==> src/hdl/cfs_pkg.sv <==
// cfs_pkg: operation and status codes and the token control struct
// shared by the search fifo cells and the top level; no dependencies
`default_nettype none

package cfs_pkg;

    // operation codes carried by an input beat
    localparam logic [1:0] OP_ENQ    = 2'd0;
    localparam logic [1:0] OP_DEQ    = 2'd1;
    localparam logic [1:0] OP_SEARCH = 2'd2;
    localparam logic [1:0] OP_NOP    = 2'd3;

    // status codes carried by a result beat
    localparam logic [1:0] ST_OK        = 2'd0;
    localparam logic [1:0] ST_FULL      = 2'd1;
    localparam logic [1:0] ST_EMPTY     = 2'd2;
    localparam logic [1:0] ST_NOT_FOUND = 2'd3;

    // control half of the token that walks the cell chain
    typedef struct packed {
        logic       valid;
        logic [1:0] op;
        logic       empty;
        logic       full;
        logic       found;
    } tok_ctl_t;

endpackage

`default_nettype wire

==> src/hdl/cfs_cell.sv <==
// cfs_cell: one slot of the search fifo plus one stage of the token chain
// depends on cfs_pkg for operation codes and the token control struct
`default_nettype none

module cfs_cell #(
    parameter int DEPTH = 8,
    parameter int SW    = 32,
    parameter int IDX   = 0
) (
    input  wire                    clk,
    input  wire                    rst_n,
    input  wire                    hold,
    input  wire [$clog2(DEPTH)-1:0] head,
    input  wire [$clog2(DEPTH)-1:0] tail,
    input  wire [$clog2(DEPTH)-1:0] cnt,
    input  cfs_pkg::tok_ctl_t      ctl_in,
    input  wire [SW-1:0]           key_in,
    input  wire [SW-1:0]           data_in,
    input  wire [$clog2(DEPTH)-1:0] pos_in,
    output cfs_pkg::tok_ctl_t      ctl_out,
    output logic [SW-1:0]          key_out,
    output logic [SW-1:0]          data_out,
    output logic [$clog2(DEPTH)-1:0] pos_out
);

    localparam int IW = $clog2(DEPTH);
    localparam logic [IW:0] IDX_W   = (IW+1)'(IDX);
    localparam logic [IW:0] DEPTH_W = (IW+1)'(DEPTH);

    logic [SW-1:0]     slot_reg;
    logic [SW-1:0]     slot_next;
    cfs_pkg::tok_ctl_t ctl_reg;
    cfs_pkg::tok_ctl_t ctl_next;
    logic [SW-1:0]     key_reg;
    logic [SW-1:0]     data_reg;
    logic [SW-1:0]     data_next;
    logic [IW-1:0]     pos_reg;
    logic [IW-1:0]     pos_next;

    logic [IW:0] head_w;
    logic [IW:0] dist_w;
    logic        in_range;
    logic        wr_en;
    logic        pick;
    logic        hit;

    // distance of this slot from the head, modulo depth
    assign head_w   = {1'b0, head};
    assign dist_w   = (IDX_W >= head_w) ? (IDX_W - head_w) : (IDX_W + DEPTH_W - head_w);
    assign in_range = dist_w < {1'b0, cnt};

    // enqueue writes the tail slot as the token passes
    assign wr_en = ctl_in.valid && (ctl_in.op == cfs_pkg::OP_ENQ) && !ctl_in.full
                   && (IDX_W[IW-1:0] == tail);

    // dequeue picks the head slot, or physical slot zero when empty
    assign pick = ctl_in.valid && (ctl_in.op == cfs_pkg::OP_DEQ)
                  && ((ctl_in.empty && (IDX == 0))
                      || (!ctl_in.empty && (IDX_W[IW-1:0] == head)));

    // search keeps the match nearest the head
    assign hit = ctl_in.valid && (ctl_in.op == cfs_pkg::OP_SEARCH) && in_range
                 && (slot_reg == key_in)
                 && (!ctl_in.found || (dist_w[IW-1:0] < pos_in));

    always_comb
    begin
        slot_next = wr_en ? key_in : slot_reg;
        ctl_next  = ctl_in;
        if (hit)
        begin
            ctl_next.found = 1'b1;
        end
        data_next = pick ? slot_reg : data_in;
        pos_next  = hit ? dist_w[IW-1:0] : pos_in;
    end

    // slot storage, cleared at reset
    always_ff @(posedge clk or negedge rst_n)
    begin
        if (!rst_n)
        begin
            slot_reg <= '0;
        end
        else
        begin
            slot_reg <= slot_next;
        end
    end

    // token control stage
    always_ff @(posedge clk or negedge rst_n)
    begin
        if (!rst_n)
        begin
            ctl_reg <= '0;
        end
        else if (!hold)
        begin
            ctl_reg <= ctl_next;
        end
    end

    // token payload stage
    always_ff @(posedge clk)
    begin
        if (!hold)
        begin
            key_reg  <= key_in;
            data_reg <= data_next;
            pos_reg  <= pos_next;
        end
    end

    assign ctl_out  = ctl_reg;
    assign key_out  = key_reg;
    assign data_out = data_reg;
    assign pos_out  = pos_reg;

endmodule

`default_nettype wire

==> src/hdl/circular_fifo_with_search_top.sv <==
// circular_fifo_with_search_top: pointer control, cell chain and result register
// depends on cfs_pkg and cfs_cell
`default_nettype none

// Circular fifo of DEPTH slots holding up to DEPTH-1 words, with enqueue,
// dequeue and search-by-value. Each slot lives in its own cell; an accepted
// command beat becomes a token that walks the row of cells one cell per cycle,
// writing the tail slot, picking the head slot or comparing every held slot
// against the key on the way. One command is in flight at a time: the token
// passes through the DEPTH cell stages, then the result register is loaded,
// and only then can the next command be accepted. Head and tail move when
// the token leaves the chain. A result beat held by res_stall parks the token
// in the last cell until the result register is free; cmd_stall is high while
// a command is in flight.
module circular_fifo_with_search_top #(
    parameter int DEPTH     = 8,
    parameter int WORD_BITS = 32
) (
    input  wire        clk,
    input  wire        rst_n,
    input  wire        cmd_valid,
    output logic       cmd_stall,
    input  wire [1:0]  op,
    input  wire [31:0] value,
    output logic       res_valid,
    input  wire        res_stall,
    output logic [1:0]  status,
    output logic [31:0] data,
    output logic [2:0]  position,
    output logic [2:0]  count
);

    localparam int IW = $clog2(DEPTH);
    localparam int SW = (WORD_BITS < 32) ? WORD_BITS : 32;
    localparam logic [IW-1:0] LAST_IDX = IW'(DEPTH - 1);

    logic [IW-1:0] head_reg;
    logic [IW-1:0] head_next;
    logic [IW-1:0] tail_reg;
    logic [IW-1:0] tail_next;
    logic          busy_reg;
    logic          busy_next;
    logic          res_valid_reg;
    logic          res_valid_next;
    logic [1:0]    status_reg;
    logic [31:0]   data_reg;
    logic [2:0]    position_reg;
    logic [2:0]    count_reg;

    logic [IW-1:0] head_inc;
    logic [IW-1:0] tail_inc;
    logic [IW:0]   cnt_w;
    logic [IW-1:0] cnt_cur;
    logic [IW-1:0] cnt_after;
    logic          empty;
    logic          full;
    logic          accept;
    logic          res_free;
    logic          done;
    logic          last_hold;

    logic [1:0]    status_c;
    logic [SW-1:0] data_c;
    logic [IW-1:0] pos_c;
    logic [SW+31:0] data_ext;
    logic [IW+2:0]  pos_ext;
    logic [IW+2:0]  cnt_ext;

    cfs_pkg::tok_ctl_t ctl_chain  [0:DEPTH];
    logic [SW-1:0]     key_chain  [0:DEPTH];
    logic [SW-1:0]     data_chain [0:DEPTH];
    logic [IW-1:0]     pos_chain  [0:DEPTH];
    logic [DEPTH-1:0]  tok_valid;

    // pointer arithmetic
    assign head_inc = (head_reg == LAST_IDX) ? '0 : head_reg + IW'(1);
    assign tail_inc = (tail_reg == LAST_IDX) ? '0 : tail_reg + IW'(1);
    assign cnt_w    = ({1'b0, tail_reg} >= {1'b0, head_reg})
                      ? ({1'b0, tail_reg} - {1'b0, head_reg})
                      : ({1'b0, tail_reg} + (IW+1)'(DEPTH) - {1'b0, head_reg});
    assign cnt_cur  = cnt_w[IW-1:0];
    assign empty    = (tail_reg == head_reg);
    assign full     = (tail_inc == head_reg);

    // command handshake
    assign cmd_stall = busy_reg;
    assign accept    = cmd_valid && !busy_reg;

    // token launch into the first cell
    assign ctl_chain[0] = '{valid: accept, op: op, empty: empty, full: full, found: 1'b0};
    assign key_chain[0]  = value[SW-1:0];
    assign data_chain[0] = '0;
    assign pos_chain[0]  = '0;

    // the last cell parks its token while the result register is taken
    assign res_free  = !res_valid_reg || !res_stall;
    assign done      = ctl_chain[DEPTH].valid && res_free;
    assign last_hold = ctl_chain[DEPTH].valid && !res_free;

    // row of cells
    for (genvar i = 0; i < DEPTH; i++)
    begin : g_cell
        cfs_cell #(
            .DEPTH (DEPTH),
            .SW    (SW),
            .IDX   (i)
        ) u_cell (
            .clk      (clk),
            .rst_n    (rst_n),
            .hold     ((i == DEPTH - 1) ? last_hold : 1'b0),
            .head     (head_reg),
            .tail     (tail_reg),
            .cnt      (cnt_cur),
            .ctl_in   (ctl_chain[i]),
            .key_in   (key_chain[i]),
            .data_in  (data_chain[i]),
            .pos_in   (pos_chain[i]),
            .ctl_out  (ctl_chain[i+1]),
            .key_out  (key_chain[i+1]),
            .data_out (data_chain[i+1]),
            .pos_out  (pos_chain[i+1])
        );
        assign tok_valid[i] = ctl_chain[i+1].valid;
    end

    // result of the token leaving the chain
    always_comb
    begin
        status_c  = cfs_pkg::ST_OK;
        data_c    = '0;
        pos_c     = '0;
        cnt_after = cnt_cur;
        head_next = head_reg;
        tail_next = tail_reg;
        case (ctl_chain[DEPTH].op)
            cfs_pkg::OP_ENQ:
            begin
                if (ctl_chain[DEPTH].full)
                begin
                    status_c = cfs_pkg::ST_FULL;
                end
                else
                begin
                    tail_next = tail_inc;
                    cnt_after = cnt_cur + IW'(1);
                end
            end
            cfs_pkg::OP_DEQ:
            begin
                data_c = data_chain[DEPTH];
                if (ctl_chain[DEPTH].empty)
                begin
                    status_c = cfs_pkg::ST_EMPTY;
                end
                else
                begin
                    head_next = head_inc;
                    cnt_after = cnt_cur - IW'(1);
                end
            end
            cfs_pkg::OP_SEARCH:
            begin
                if (ctl_chain[DEPTH].found)
                begin
                    pos_c = pos_chain[DEPTH];
                end
                else
                begin
                    status_c = cfs_pkg::ST_NOT_FOUND;
                end
            end
            default:
            begin
                status_c = cfs_pkg::ST_OK;
            end
        endcase
        if (!done)
        begin
            head_next = head_reg;
            tail_next = tail_reg;
        end
    end

    assign data_ext = {32'd0, data_c};
    assign pos_ext  = {3'b000, pos_c};
    assign cnt_ext  = {3'b000, cnt_after};

    // control next state
    always_comb
    begin
        busy_next = busy_reg;
        if (accept)
        begin
            busy_next = 1'b1;
        end
        else if (done)
        begin
            busy_next = 1'b0;
        end
        res_valid_next = res_valid_reg;
        if (done)
        begin
            res_valid_next = 1'b1;
        end
        else if (res_valid_reg && !res_stall)
        begin
            res_valid_next = 1'b0;
        end
    end

    // pointers and handshake state
    always_ff @(posedge clk or negedge rst_n)
    begin
        if (!rst_n)
        begin
            head_reg      <= '0;
            tail_reg      <= '0;
            busy_reg      <= 1'b0;
            res_valid_reg <= 1'b0;
        end
        else
        begin
            head_reg      <= head_next;
            tail_reg      <= tail_next;
            busy_reg      <= busy_next;
            res_valid_reg <= res_valid_next;
        end
    end

    // result beat payload
    always_ff @(posedge clk)
    begin
        if (done)
        begin
            status_reg   <= status_c;
            data_reg     <= data_ext[31:0];
            position_reg <= pos_ext[2:0];
            count_reg    <= cnt_ext[2:0];
        end
    end

    assign res_valid = res_valid_reg;
    assign status    = status_reg;
    assign data      = data_reg;
    assign position  = position_reg;
    assign count     = count_reg;

`ifndef SYNTHESIS
    // at most one token in the chain, and none while idle
    a_one_token: assert property (@(posedge clk) disable iff (!rst_n)
        $onehot0(tok_valid) && (busy_reg || (tok_valid == '0)))
        else $error("token chain holds more than one token or a stray token");

    // an accepted beat marks the block busy
    a_busy_on_accept: assert property (@(posedge clk) disable iff (!rst_n)
        accept |=> busy_reg)
        else $error("busy not set after accepting a command");

    // pointers stay put while a token walks the chain
    a_ptr_stable: assert property (@(posedge clk) disable iff (!rst_n)
        (busy_reg && !done) |=> ($stable(head_reg) && $stable(tail_reg)))
        else $error("head or tail moved during a command");

    // a finished token yields a result beat and frees the command side
    a_done_result: assert property (@(posedge clk) disable iff (!rst_n)
        done |=> (res_valid && !busy_reg))
        else $error("finished command did not produce a result beat");
`endif

endmodule

`default_nettype wire
==> config.mk <==
export PLATFORM = sky130hd
export DESIGN_NAME = circular_fifo_with_search_top
export DESIGN_NICKNAME = d
export VERILOG_FILES = /design/src/hdl/cfs_pkg.sv /design/src/hdl/cfs_cell.sv /design/src/hdl/circular_fifo_with_search_top.sv
export SDC_FILE = /design/constraint.sdc
export NUM_CORES = 1
export LEC_CHECK = 0
export BUFFER_PORTS_ARGS = -buffer_cell sky130_fd_sc_hd__buf_4
export CAP_MARGIN = 10
export CORE_MARGIN = 10
export CORE_UTILIZATION = 45
export DETAILED_ROUTE_END_ITERATION = 8
export GPL_ROUTABILITY_DRIVEN = 0
export SYNTH_ARGS = -nofsm -noshare
export SYNTH_HDL_FRONTEND = slang
export SYNTH_HIERARCHICAL = 1
export SYNTH_SLANG_ARGS = --single-unit
==> constraint.sdc <==
create_clock -name clk -period 4.17 [get_ports clk]
set_clock_uncertainty 0.05 [all_clocks]
set_input_delay 0.834 -clock clk [delete_from_list [all_inputs] [get_ports clk]]
set_output_delay 0.834 -clock clk [all_outputs]
set_load 0.02 [all_outputs]
==> metrics.txt <==
Clk pwr share=38.9%; initial DRC count=793; crit end category=flop; die width=305 microns; Sw Share=24.7%; CTS tree=built; initial antenna violation count=0; Vias per Instance=5.01; # IOs=80; row count=104; Critical Setup Path Class=flop to flop; hold crit path type=input pin to asynchronous set/reset pin; post_cts resized=0; WP data arrival=3790 ps; Clock Tree Buf Depth=3; Setup-failing EPs final=0; Reg power frac=49.2%; Via Count=17.6k; Total Wirelength=73.2 mm; Skew-Pair Late Insertion Delay=640 ps; Die Y=305 microns; combinational share of power=12.0%; port bufs=79; # fillers=6,637; Starting Density=45.3%; max_slew headroom=31.5%; largest net degree at the start of global routing=102; H-tree levels=3; max_cap viols=0; Synthesis Warnings=6; internal power=16,100 uW; actual slew at the worst max-slew pin=1020 ps; R2R depth=14; WL/cell=20.9 microns; Final Slew Violations=0; first-pass GRT wire length=115 mm; area of the multi-input gates=0.0119 sq mm; worst hold slack=211 ps; number of global-route vias before repair=18.7k; clock root buffer=clkbuf_16; post-route ant nets=0; status=complete, no violations; CP Launch Type=flop; worst-path maximum fanout=9; Peak Freq=0.288 GHz; Post-Syn Area=0.0365 sq mm; Sink Count=856; setup_tns=0 ps; VDD IR max=0.290 mV; unrepaired setup endpoints after global routing=no; core area=0.0804 sq mm; clock transition at the registers of the reported paths=60 ps; LEAKAGE=0.0172 uW; Layout Area Growth over Synthesis=14.2%; Num CTS Buffers=90; Hold Fails Final Rpt=0; gr usage total=15.7%; Antenna Cells=0; worst r2r dst=g_cell[2].u_cell/pos_out[2]; reg2reg start=tail_reg[0]; drc violations=0; final core utilization=51.7%; post-CTS setup buffers=0; drt pass-1 iters=4; Sw Pwr=5280 uW; Post-CTS Hold Buffers=0; fin crit period=3480 ps; design area=0.0416 sq mm; die area=0.0928 sq mm; Syn Inst Count=2,187; Placed Area=0.0385 sq mm; total gr overflow=0; reg-to-reg setup timing slack=690 ps; DP HPWL=52.9 mm; Register Area=0.0241 sq mm; ratio of cells with drive above 1 in the final layout=33.5%; Final period util=83.4%; Pwr Density=513 mW/mm^2; Req. time, crit path=4490 ps; Nets=2,462; Avg Synthesized Cell Area=16.7 sq um
==> worst max-delay path, cell delays in order, from the launching register on <==
cell       delay (ps)
dfrtp_1           370
inv_1              50
ha_1              130
inv_1              50
fa_1              380
xnor2_1           170
buf_4             220
inv_1              70
ha_1              180
nand4bb_1         190
a2111oi_0         470
nand3_1           160
nor4_2            220
nand3_2           150
mux2_1            340
==> stage by stage <==
stage,std cells,total power (uW),setup slack (ps)
floorplan,2233,12200,292
global placement,3337,13100,859
detailed placement,3337,13200,730
CTS,3507,21600,709
global route,3507,22300,464
finish,3507,21300,693
==> power by group through the flow <==
stage / clock network [uW] / logic [uW] / registers, uW
floorplan: 0 / 1640 / 10600
detailed placement: 0 / 2560 / 10700
finish: 8290 / 2550 / 10500
CTS: 8520 / 2580 / 10500
global route: 8870 / 2870 / 10600
global placement: 0 / 2500 / 10600
==> placed cells by master, fill, tap and decap left out, types with 10 or more instances in the layout <==
| cell | n |
|---|---|
| nor2_1 | 16 |
| mux2_1 | 33 |
| nor4_2 | 12 |
| nand4_1 | 17 |
| ha_1 | 54 |
| nor3_1 | 16 |
| nor4_1 | 45 |
| mux2i_1 | 10 |
| conb_1 | 47 |
| mux2_2 | 536 |
| xnor2_1 | 20 |
| xor2_1 | 247 |
| nand2b_1 | 13 |
| clkbuf_1 | 13 |
| edfxtp_1 | 544 |
| inv_1 | 72 |
| o21ai_0 | 13 |
| clkinv_1 | 20 |
| and2_1 | 35 |
| buf_4 | 106 |
| nand2_1 | 10 |
| bufinv_16 | 15 |
| clkinv_2 | 15 |
| clkbuf_16 | 91 |
| dfrtp_1 | 312 |
==> per-layer routing <==
metal / wire [microns] / vias up / GRT usage [%]
li1: - / 8454 / -
met1: 32400 / 8751 / 20.0
met2: 35800 / 249 / 26.4
met3: 2150 / 108 / 2.67
met4: 2920 / 0 / 6.51
met5: 0 / - / 0
==> worst max path at each step <==
stage,depth (start not counted),start,end,slack [ps]
2_1_floorplan,12,head_reg[0],g_cell[2].u_cell/pos_out[0],290
3_3_place_gp,14,tail_reg[0],g_cell[2].u_cell/pos_out[1],860
3_5_place_dp,14,tail_reg[0],g_cell[2].u_cell/pos_out[2],730
4_1_cts,14,tail_reg[0],g_cell[2].u_cell/pos_out[2],710
5_1_grt,14,tail_reg[0],g_cell[2].u_cell/pos_out[2],460
6_report,14,tail_reg[0],g_cell[2].u_cell/pos_out[2],690
==> area by class of cell <==
type / count / area share, %
Clock buffer: 108 / 5.72
Timing Repair Buffer: 110 / 2.09
Tap cell: 1060 / 3.19
Inverter: 72 / 0.649
Sequential cell: 856 / 58.0
Multi-Input combinational cell: 1239 / 28.6
Clock inverter: 62 / 1.72
No activity file was read; power rests on OpenSTA's default activity.
